File: src/rtl/core/idfce_pkg.sv
// Package for the ID frame checksum encoder.
// Holds sizing constants, frame byte codes, controller states and the
// command/status structs shared by the controller, datapath and top level.
package idfce_pkg;

  // Longest identifier kept in the character buffer (1 to 255)
  localparam int MAX_ID_LEN = 11;

  // Character count holds 0..MAX_ID_LEN
  localparam int CNT_W = $clog2(MAX_ID_LEN + 1);
  // Buffer index width, at least one bit
  localparam int IDX_W = (MAX_ID_LEN > 1) ? $clog2(MAX_ID_LEN) : 1;
  // Frame position: 4 header bytes, characters, 3 trailer bytes
  localparam int FRAME_MAX = MAX_ID_LEN + 7;
  localparam int POS_W = $clog2(FRAME_MAX);

  localparam int BYTE_W = 8;

  // Fixed frame bytes
  localparam logic [BYTE_W-1:0] FRAME_SYNC = 8'hA5;
  localparam logic [BYTE_W-1:0] FRAME_TAIL = 8'hD5;
  localparam logic [BYTE_W-1:0] FRAME_PAD  = 8'h00;

  // Frame positions of the header bytes
  localparam logic [POS_W-1:0] POS_SYNC = POS_W'(0);
  localparam logic [POS_W-1:0] POS_ZERO = POS_W'(1);
  localparam logic [POS_W-1:0] POS_CHK  = POS_W'(2);
  localparam logic [POS_W-1:0] POS_LEN  = POS_W'(3);
  localparam logic [POS_W-1:0] POS_DATA = POS_W'(4);

  // Controller states
  typedef enum logic {
    ST_LOAD,
    ST_EMIT
  } state_t;

  // Controller to datapath commands
  typedef struct packed {
    logic take;   // take the input word into the buffer
    logic step;   // load the next frame byte into the output register
    logic clear;  // return buffer state to empty
  } cmd_t;

  // Datapath to controller status
  typedef struct packed {
    logic nonempty_nxt; // buffer holds a character once the input word is taken
    logic final_pos;    // current frame position is the closing byte
    logic slot_free;    // output register can take a byte this cycle
    logic count_nz;     // buffer holds at least one character
  } sts_t;

endpackage

File: src/rtl/core/idfce_ctrl.sv
// Controller for the ID frame checksum encoder.
// Two-state machine that sequences character loading and frame emission;
// depends on idfce_pkg.
module idfce_ctrl import idfce_pkg::*; (
  input  logic clk,
  input  logic rst_n,
  input  logic in_tvalid,
  input  logic in_tlast,
  input  sts_t sts,
  output logic in_tready,
  output cmd_t cmd,
  output state_t state
);

  state_t state_r;
  state_t state_nxt;

  assign state = state_r;

  // Advance state
  always_ff @(posedge clk) begin
    if (!rst_n) begin
      state_r <= ST_LOAD;
    end else begin
      state_r <= state_nxt;
    end
  end

  // Next state
  always_comb begin
    state_nxt = state_r;
    unique case (state_r)
      ST_LOAD: begin
        if (in_tvalid && in_tlast && sts.nonempty_nxt) begin
          state_nxt = ST_EMIT;
        end
      end
      ST_EMIT: begin
        if (sts.slot_free && sts.final_pos) begin
          state_nxt = ST_LOAD;
        end
      end
      default: state_nxt = ST_LOAD;
    endcase
  end

  // Outputs
  always_comb begin
    in_tready = 1'b0;
    cmd       = '0;
    unique case (state_r)
      ST_LOAD: begin
        in_tready = 1'b1;
        cmd.take  = in_tvalid;
        // Empty identifier on the last word: drop it and start over
        cmd.clear = in_tvalid && in_tlast && !sts.nonempty_nxt;
      end
      ST_EMIT: begin
        cmd.step  = sts.slot_free;
        cmd.clear = sts.slot_free && sts.final_pos;
      end
      default: begin
        in_tready = 1'b0;
        cmd       = '0;
      end
    endcase
  end

endmodule

File: src/rtl/core/idfce_dp.sv
// Datapath for the ID frame checksum encoder.
// Character buffer, count, running sum, frame position and output register;
// depends on idfce_pkg.
module idfce_dp import idfce_pkg::*; (
  input  logic              clk,
  input  logic              rst_n,
  input  logic [BYTE_W-1:0] in_tdata,   // [7:0] id_char
  input  logic              out_tready,
  input  cmd_t              cmd,
  output sts_t              sts,
  output logic              out_tvalid,
  output logic [BYTE_W-1:0] out_tdata,  // [7:0] frame_byte
  output logic              out_tlast   // frame_last
);

  logic [BYTE_W-1:0] store_r [MAX_ID_LEN];
  logic [CNT_W-1:0]  count_r;
  logic              ended_r;
  logic [BYTE_W-1:0] sum_r;
  logic [POS_W-1:0]  pos_r;
  logic              out_valid_r;
  logic [BYTE_W-1:0] out_data_r;
  logic              out_last_r;

  logic              char_ok;
  logic [BYTE_W-1:0] len_byte;
  logic [BYTE_W-1:0] chk_byte;
  logic [POS_W-1:0]  count_pos;
  logic [POS_W-1:0]  data_off;
  logic [IDX_W-1:0]  rd_idx;
  logic [IDX_W-1:0]  wr_idx;
  logic [BYTE_W-1:0] byte_nxt;

  // A character is taken while no end mark was seen and the buffer has room
  assign char_ok = !ended_r && (count_r < CNT_W'(MAX_ID_LEN));

  assign len_byte  = BYTE_W'(count_r);
  assign chk_byte  = BYTE_W'(9'h100 - {1'b0, BYTE_W'(sum_r + len_byte + FRAME_TAIL)});
  assign count_pos = POS_W'(count_r);
  assign data_off  = pos_r - POS_DATA;
  assign rd_idx    = data_off[IDX_W-1:0];
  assign wr_idx    = count_r[IDX_W-1:0];

  // Status to controller
  assign sts.nonempty_nxt = (count_r != '0) || (char_ok && (in_tdata != '0));
  assign sts.final_pos    = (pos_r == count_pos + POS_W'(6));
  assign sts.slot_free    = !out_valid_r || out_tready;
  assign sts.count_nz     = (count_r != '0);

  // Select the byte at the current frame position
  always_comb begin
    priority if (pos_r == POS_SYNC) begin
      byte_nxt = FRAME_SYNC;
    end else if (pos_r == POS_ZERO) begin
      byte_nxt = FRAME_PAD;
    end else if (pos_r == POS_CHK) begin
      byte_nxt = chk_byte;
    end else if (pos_r == POS_LEN) begin
      byte_nxt = len_byte;
    end else if (pos_r < count_pos + POS_DATA) begin
      byte_nxt = store_r[rd_idx];
    end else if (pos_r == count_pos + POS_W'(5)) begin
      byte_nxt = FRAME_TAIL;
    end else begin
      byte_nxt = FRAME_PAD;
    end
  end

  // Write characters into the buffer
  always_ff @(posedge clk) begin
    if (cmd.take && char_ok && (in_tdata != '0)) begin
      store_r[wr_idx] <= in_tdata;
    end
  end

  // Count, end mark, running sum and frame position
  always_ff @(posedge clk) begin
    if (!rst_n) begin
      count_r <= '0;
      ended_r <= 1'b0;
      sum_r   <= '0;
      pos_r   <= '0;
    end else if (cmd.clear) begin
      count_r <= '0;
      ended_r <= 1'b0;
      sum_r   <= '0;
      pos_r   <= '0;
    end else begin
      if (cmd.take && char_ok) begin
        if (in_tdata == '0) begin
          ended_r <= 1'b1;
        end else begin
          count_r <= count_r + CNT_W'(1);
          sum_r   <= sum_r + in_tdata;
        end
      end
      if (cmd.step) begin
        pos_r <= pos_r + POS_W'(1);
      end
    end
  end

  // Output register: load on step, drop once taken
  always_ff @(posedge clk) begin
    if (!rst_n) begin
      out_valid_r <= 1'b0;
    end else if (cmd.step) begin
      out_valid_r <= 1'b1;
    end else if (out_tready) begin
      out_valid_r <= 1'b0;
    end
  end

  always_ff @(posedge clk) begin
    if (cmd.step) begin
      out_data_r <= byte_nxt;
      out_last_r <= sts.final_pos;
    end
  end

  assign out_tvalid = out_valid_r;
  assign out_tdata  = out_data_r;
  assign out_tlast  = out_last_r;

endmodule

File: src/rtl/core/id_frame_checksum_encoder.sv
// ID frame checksum encoder, top level. Depends on idfce_pkg, idfce_ctrl, idfce_dp.
// Throughput: one character word per cycle while loading; the last word then
// starts a frame of count+7 bytes sent at one byte per cycle by the output register
// while out_tready is high. The last word moves the controller to ST_EMIT, which then
// loads frame bytes; no input word is taken until the closing byte is loaded there.
// Reset (rst_n low, synchronous) empties the buffer and output register.
module id_frame_checksum_encoder import idfce_pkg::*; (
  input  logic              clk,
  input  logic              rst_n,
  input  logic              in_tvalid,
  output logic              in_tready,
  input  logic [BYTE_W-1:0] in_tdata,   // [7:0] id_char
  input  logic              in_tlast,   // last
  output logic              out_tvalid,
  input  logic              out_tready,
  output logic [BYTE_W-1:0] out_tdata,  // [7:0] frame_byte
  output logic              out_tlast   // frame_last
);

  cmd_t   cmd;
  sts_t   sts;
  state_t state;

  idfce_ctrl u_ctrl (
    .clk       (clk),
    .rst_n     (rst_n),
    .in_tvalid (in_tvalid),
    .in_tlast  (in_tlast),
    .sts       (sts),
    .in_tready (in_tready),
    .cmd       (cmd),
    .state     (state)
  );

  idfce_dp u_dp (
    .clk        (clk),
    .rst_n      (rst_n),
    .in_tdata   (in_tdata),
    .out_tready (out_tready),
    .cmd        (cmd),
    .sts        (sts),
    .out_tvalid (out_tvalid),
    .out_tdata  (out_tdata),
    .out_tlast  (out_tlast)
  );

  // A frame is only emitted for a nonempty identifier
  a_emit_nonempty: assert property (@(posedge clk) disable iff (!rst_n)
    (state == ST_EMIT) |-> sts.count_nz)
    else $error("emitting a frame with an empty buffer");

  // A last word with a character in hand starts a frame
  a_last_starts_frame: assert property (@(posedge clk) disable iff (!rst_n)
    (in_tvalid && in_tready && in_tlast && sts.nonempty_nxt) |=> (state == ST_EMIT))
    else $error("last word did not start a frame");

  // The closing byte of a frame is always the zero pad
  a_close_pad: assert property (@(posedge clk) disable iff (!rst_n)
    (out_tvalid && out_tlast) |-> (out_tdata == FRAME_PAD))
    else $error("frame closing byte is not zero");

  // Step and new input never coincide
  a_no_overlap: assert property (@(posedge clk) disable iff (!rst_n)
    !(cmd.step && cmd.take))
    else $error("frame step overlaps input take");

endmodule
File: config.mk
export PLATFORM = sky130hd
export DESIGN_NAME = id_frame_checksum_encoder
export DESIGN_NICKNAME = d
export VERILOG_FILES = /design/src/rtl/core/idfce_pkg.sv /design/src/rtl/core/idfce_ctrl.sv /design/src/rtl/core/idfce_dp.sv /design/src/rtl/core/id_frame_checksum_encoder.sv
export SDC_FILE = /design/constraint.sdc
export NUM_CORES = 1
export LEC_CHECK = 0
export BUFFER_PORTS_ARGS = -buffer_cell sky130_fd_sc_hd__buf_2
export CAP_MARGIN = 20
export CORE_MARGIN = 2
export CORE_UTILIZATION = 30
export DETAILED_ROUTE_END_ITERATION = 10
export GPL_TIMING_DRIVEN = 0
export PLACE_DENSITY = 0.47
export SYNTH_ARGS = -nofsm -noshare
export SYNTH_HDL_FRONTEND = slang
export SYNTH_SLANG_ARGS = --single-unit
export TNS_END_PERCENT = 100
File: constraint.sdc
create_clock -name clk -period 2.67 [get_ports clk]
set_input_delay 0.534 -clock clk [delete_from_list [all_inputs] [get_ports clk]]
set_output_delay 0.534 -clock clk [all_outputs]
set_load 0.005 [all_outputs]
# After elaboration in Yosys (flattened, before gate mapping)
# Memory sizes are Yosys's and may differ from the RTL's.
# Index checks and enable logic that the tools add are counted.
# word_totals
regBits	29
input_bits	13
output_inout_bits	11
mem_bits_rw	88
memories	1
# classes
bitwise	3
n_mux	16
n_addsub	10
magnitude_cmp	2
n_eq_ne	5
reduce_logical	22
# memory_table
name	words	width	rd	rd_clocked_by_memory_dff	write_ports	line	source
u_dp.store_r	11	8	1	0	1	idfce_dp.sv:16	logic [BYTE_W-1:0] store_r [MAX_ID_LEN];
# ops
op	count
8-bit 2-to-1 mux	5
4-bit by 3-bit adder with 5-bit output (second input constant)	3
5-bit by 2-bit equality test with 1-bit output (second input constant)	2
5-bit equality test	2
1-bit 2-to-1 mux	9
8-bit by 4-bit adder with 8-bit output	1
8-bit adder	1
8-bit adder (second input constant)	1
1-bit logical AND	8
8-bit logical NOT	1
8-bit nonzero test	1
1-bit by 8-bit subtractor with 8-bit output (first input constant)	1
5-bit by 1-bit adder with 5-bit output (second input constant)	1
5-bit by 1-bit equality test with 1-bit output (second input constant)	1
5-bit logical NOT	1
5-bit less-than comparator	1
4-bit by 1-bit adder with 4-bit output (second input constant)	1
4-bit less-than comparator (second input constant)	1
1-bit one-hot mux with 2 select lines	2
2-bit AND reduction	2
4-bit nonzero test	1
2-bit OR reduction	2
4-bit by 3-bit subtractor with 4-bit output (second input constant)	1
1-bit logical NOT	3
3 further kinds	6

# Depth between registers and ports, before layout
# depth
word_depth	8
depth_mapped	11
mapped_depth_nobuf	10

# By module
# From an unflattened synthesis, not the netlist that was laid out.
# hier_totals
hier_cells	442
area_unflattened_um2	5790.6
# by_module_without_submodules
mod	instances	cells_per_inst	area_each_um2
idfce_dp	1	432	5705.5
idfce_ctrl	1	10	85.1

# Least setup slack after synthesis
# OpenSTA, ideal clock, no wires.
# synth_timing
kind	register -> register
from	register u_dp.count_r[1]
to	register u_dp.out_data_r[7], in the netlist u_dp.out_tdata[7] (data pin)
stages_incl_launch_ff	11
arrival_time_ps	2412
setup_ps	256
slack_ps	3
cell_sequence	dfxtp_1 -> inv_1 -> ha_1 -> ha_1 -> fa_1 -> a21o_1 -> a21oi_1 -> a211oi_1 -> xnor2_1 -> a22o_1 -> a31o_2
# synth_between
elab_chain_cells	7
# synth_lines
element	line	source
from (decl)	idfce_dp.sv:17	logic [CNT_W-1:0] count_r;
from (signal assigned)	idfce_dp.sv:93	count_r <= count_r + CNT_W'(1);
parallel branches: the longest is 5 deep, another holds 8-bit by 4-bit adder with 8-bit output	-	
8-bit 2-to-1 mux *	idfce_dp.sv:56	end else if (pos_r == POS_CHK) begin
8-bit 2-to-1 mux *	idfce_dp.sv:54	end else if (pos_r == POS_ZERO) begin
to (signal assigned)	idfce_dp.sv:116	out_data_r <= byte_nxt;
to (decl)	idfce_dp.sv:22	logic [BYTE_W-1:0] out_data_r;
# Mark *: on every way between the ends.
# A chain may end at the register's enable or synchronous reset.

# Worst setup path in the final report
# layout_timing
from	register u_dp.sum_r[1]
to	register u_dp.out_data_r[7], in the netlist u_dp.out_tdata[7] (data pin)
# layout_between
elab_chain_cells	5
# layout_lines
element	line	source
from (decl)	idfce_dp.sv:19	logic [BYTE_W-1:0] sum_r;
from (signal assigned)	idfce_dp.sv:94	sum_r <= sum_r + in_tdata;
8-bit by 4-bit adder with 8-bit output	idfce_dp.sv:38	assign chk_byte = BYTE_W'(9'h100 - {1'b0, BYTE_W'(sum_r + len_byte + FRAME_TAIL)});
8-bit adder	idfce_dp.sv:38	
1-bit by 8-bit subtractor with 8-bit output	idfce_dp.sv:38	
8-bit 2-to-1 mux	idfce_dp.sv:56	
8-bit 2-to-1 mux	idfce_dp.sv:54	
# Every way passes these cells.

==> results.json <==
{
  "outcome": "finished, final reports clean",
  "power_leakage_uw": 0.00252,
  "crit_fanout": 3,
  "crit_cells": 10,
  "maxCapViolCount": 0,
  "grt.overflow.total": 0,
  "ys_ff_latch": 117,
  "drt_wl_total_mm": 14.8,
  "synth_area_um2": 5780,
  "die_width_um": 143,
  "finalHoldViolations": 0,
  "multiInputGateArea_um2": 2370,
  "nNetsFinal": 550,
  "clkPwrFrac_pct": 46.1,
  "postRouteAntennaNets": 0,
  "endpoint": "u_dp.out_tdata[7]",
  "yosys.area.top_type": "edfxtp_1",
  "initial_core_util_pct": 30.7,
  "slew_headroom_pct": 43.7,
  "gp_congestion": 0.866,
  "dp_hpwl_mm": 10.3,
  "worst-path-buf-inv": 1,
  "internal-power_uw": 3650,
  "area_growth_syn_to_layout_pct": 20.8,
  "drc": 0,
  "drive_gt1_share_pct": 25.3,
  "crit_chain": "inv_2 > ha_1 > ha_2 > fa_2 > a21o_1 > a21oi_2 > a211oi_1 > xnor2_1 > a22o_1 > a31o_2",
  "ios": 24,
  "cts_buffer_depth": 2,
  "grt_setup_unrepaired": "true",
  "rr_endpoint": "u_dp.out_tdata[7]",
  "pre_cts_ws_ns": -0.702,
  "place.port_buffers": 23,
  "ir_drop_mv": 0.325,
  "critPathLaunchType": "flip-flop",
  "clkSinkCount": 117,
  "setup_ws_ns": 0.0838,
  "arrival_ns": 2.75,
  "grt_max_degree": 17,
  "p_comb_share_pct": 11.4,
  "grt_pass1_vias": 3760,
  "clk_latency_ns": 0.42,
  "critPathLaunch": "u_dp.sum_r[1]",
  "cts_tree": "done",
  "synth-seq-area-share_pct": 57.3,
  "rr_worst_depth": 10,
  "setup-tns-final_ns": 0,
  "power.density_nw_per_um2": 698,
  "ys.flop_type": "edfxtp_1",
  "crit_family": "compound AO/OA/AOI/OAI gates",
  "grtUsageTotal_pct": 15.3,
  "rows": 50,
  "end_kind": "flip-flop",
  "fin_crit_sh_pct": 96.9,
  "fin_crit_ns": 2.59,
  "antenna_cells_inserted": 0,
  "setup_viol": 0,
  "antenna_found_initial": 0,
  "syn-instance-count": 447,
  "core_area_um2": 18800,
  "die-area_um2": 20400,
  "final_area_um2": 6980,
  "power_switching_share_pct": 25.2,
  "first_iter_violations": 265,
  "seq_area_um2": 3330,
  "r2r_start": "u_dp.sum_r[1]",
  "seq_power_share_pct": 42.6,
  "chipHeight_um": 143,
  "dp.cells": 731,
  "placed_area_um2": 6230,
  "path_clk_slew_ns": 0.06,
  "hold_path.class": "in2reg",
  "grt_pass1_wl_mm": 22.3,
  "htreeDepth": 4,
  "p_total_uw": 4880,
  "cts_root_buf": "clkbuf_16",
  "synth_top_area_share_pct": 50.4,
  "fill_cells": 1800,
  "cts_buffers": 17,
  "dr.pass1.iters": 4,
  "p_switching_uw": 1230,
  "synthTopCellsByArea": "edfxtp_1, ha_1, dfxtp_1",
  "finalNonFillerCells": 770,
  "synthArstFlopShare_pct": 0,
  "reg2reg_slack_ns": 0.08,
  "tightest_slew_ns": 0.842,
  "viasPerCell": 4.82,
  "synth_edf_count": 97,
  "avgSynthCellArea_um2": 12.9,
  "route.vias.total": 3714,
  "crit_type": "reg2reg",
  "crit_slowest_cell": "fa_2",
  "synth_cell_types": 48,
  "clock.fmax_ghz": 0.387,
  "syn_nets": 500,
  "final_common_cell": "edfxtp_1",
  "crit_required_ns": 2.83,
  "finalMaxSlewViolations": 0,
  "cpPeakStageDelay_ns": 0.35,
  "avgRoutedWirePerCell_um": 19.2,
  "synth.yosys.warnings": 0,
  "fin_worst_skew_ns": 0.00763,
  "layout.cells.most_common_list": "edfxtp_1, nand2_1, ha_1"
}
==> power by group through the flow <==
stage	logic [µW]	registers, µW	clock network [µW]
after floorplan	358	2100	0
after global placement	519	2110	0
after detailed placement	533	2110	0
after CTS	560	2080	2280
after global routing	618	2080	2350
final	555	2080	2250
==> flip-flops by register name, summed over array words and instances (netlist names) <==
| register | count |
|---|---|
| u_dp.out_tvalid | 1 |
| u_dp.store_r | 88 |
| u_dp.sum_r | 8 |
| u_ctrl.state | 1 |
| u_dp.out_tdata | 8 |
| u_dp.ended_r | 1 |
| u_dp.count_r | 4 |
| u_dp.pos_r | 5 |
| u_dp.out_tlast | 1 |
==> cell families after synthesis <==
kind of cell,after synthesis,synth area share (%)
AO/OA/AOI/OAI,83,9.59
XOR/XNOR,22,3.33
adder cells (fa/ha/maj),40,8.92
buffers and inverters,41,2.92
flip-flops,117,57.3
multiplexers,28,8.38
AND/OR/NAND/NOR,116,9.53
==> worst min-delay path by stage <==
stage                       from         endpoint  slack (ns)  cells past startpoint
detailed placement  u_dp.ended_r     u_dp.ended_r        0.47                      2
floorplan           u_dp.ended_r     u_dp.ended_r        0.44                      2
finish                     rst_n  u_dp.out_tvalid        0.35                      2
CTS                        rst_n  u_dp.out_tvalid        0.35                      2
global route               rst_n  u_dp.out_tvalid        0.36                      2
global placement    u_dp.ended_r     u_dp.ended_r        0.46                      2
==> per-layer routing <==
metal / track usage, % / part of all wire, % / wire [µm]
met4: 5.47 / 1.8 / 264
met3: 3.15 / 5.2 / 764
met2: 24.4 / 47 / 6980
met1: 20.6 / 46 / 6790
met5: 0 / 0 / 0
==> layout make-up <==
type	instances	area share (%)
clock inverter	13	2.13
multi-input combinational	289	33.9
buffer	15	1.29
clock buffer	19	6.20
timing repair buffer	33	2.78
inverter	24	1.38
tap	260	4.66
sequential	117	47.6
==> metrics by stage <==
stage	utilization [%]	hold slack, ns
2_1_floorplan	-	0.441
3_3_place_gp	33.0	0.460
3_5_place_dp	33.1	0.474
4_1_cts	36.8	0.346
5_1_grt	37.1	0.356
6_report	37.1	0.354
==> cell usage after synthesis, types with 2 or more instances <==
library cell,n
nor4_1,3
a211o_1,2
nor3_1,5
nand4_1,2
nand3_1,6
mux4_2,16
nor2b_1,7
nand4b_1,2
xor2_1,8
a31o_2,3
nand3b_1,2
fa_1,2
a31oi_1,6
clkbuf_1,5
xnor2_1,14
mux2i_1,9
inv_1,24
nor2_1,29
o211a_1,2
a21oi_1,22
mux2_2,3
buf_2,12
nand2_1,41
a21o_1,5
dfxtp_1,20
ha_1,38
a211oi_1,4
o211ai_1,7
o21ai_0,20
or2_2,2
edfxtp_1,97
o21a_1,2
and3_1,12
==> what timing repair did <==
| item | CTS | global route |
|---|---|---|
| endpoints found under the setup margin | 111 | 97 |
| cloned | 0 | 0 |
| setup buffers | 4 | 5 |
| hold buffers | 0 | 0 |
| endpoints found under the hold margin | 0 | 0 |
| pin swaps | 2 | 6 |
| gates resized for setup | 36 | 14 |
No activity file was read; power rests on OpenSTA's default activity.
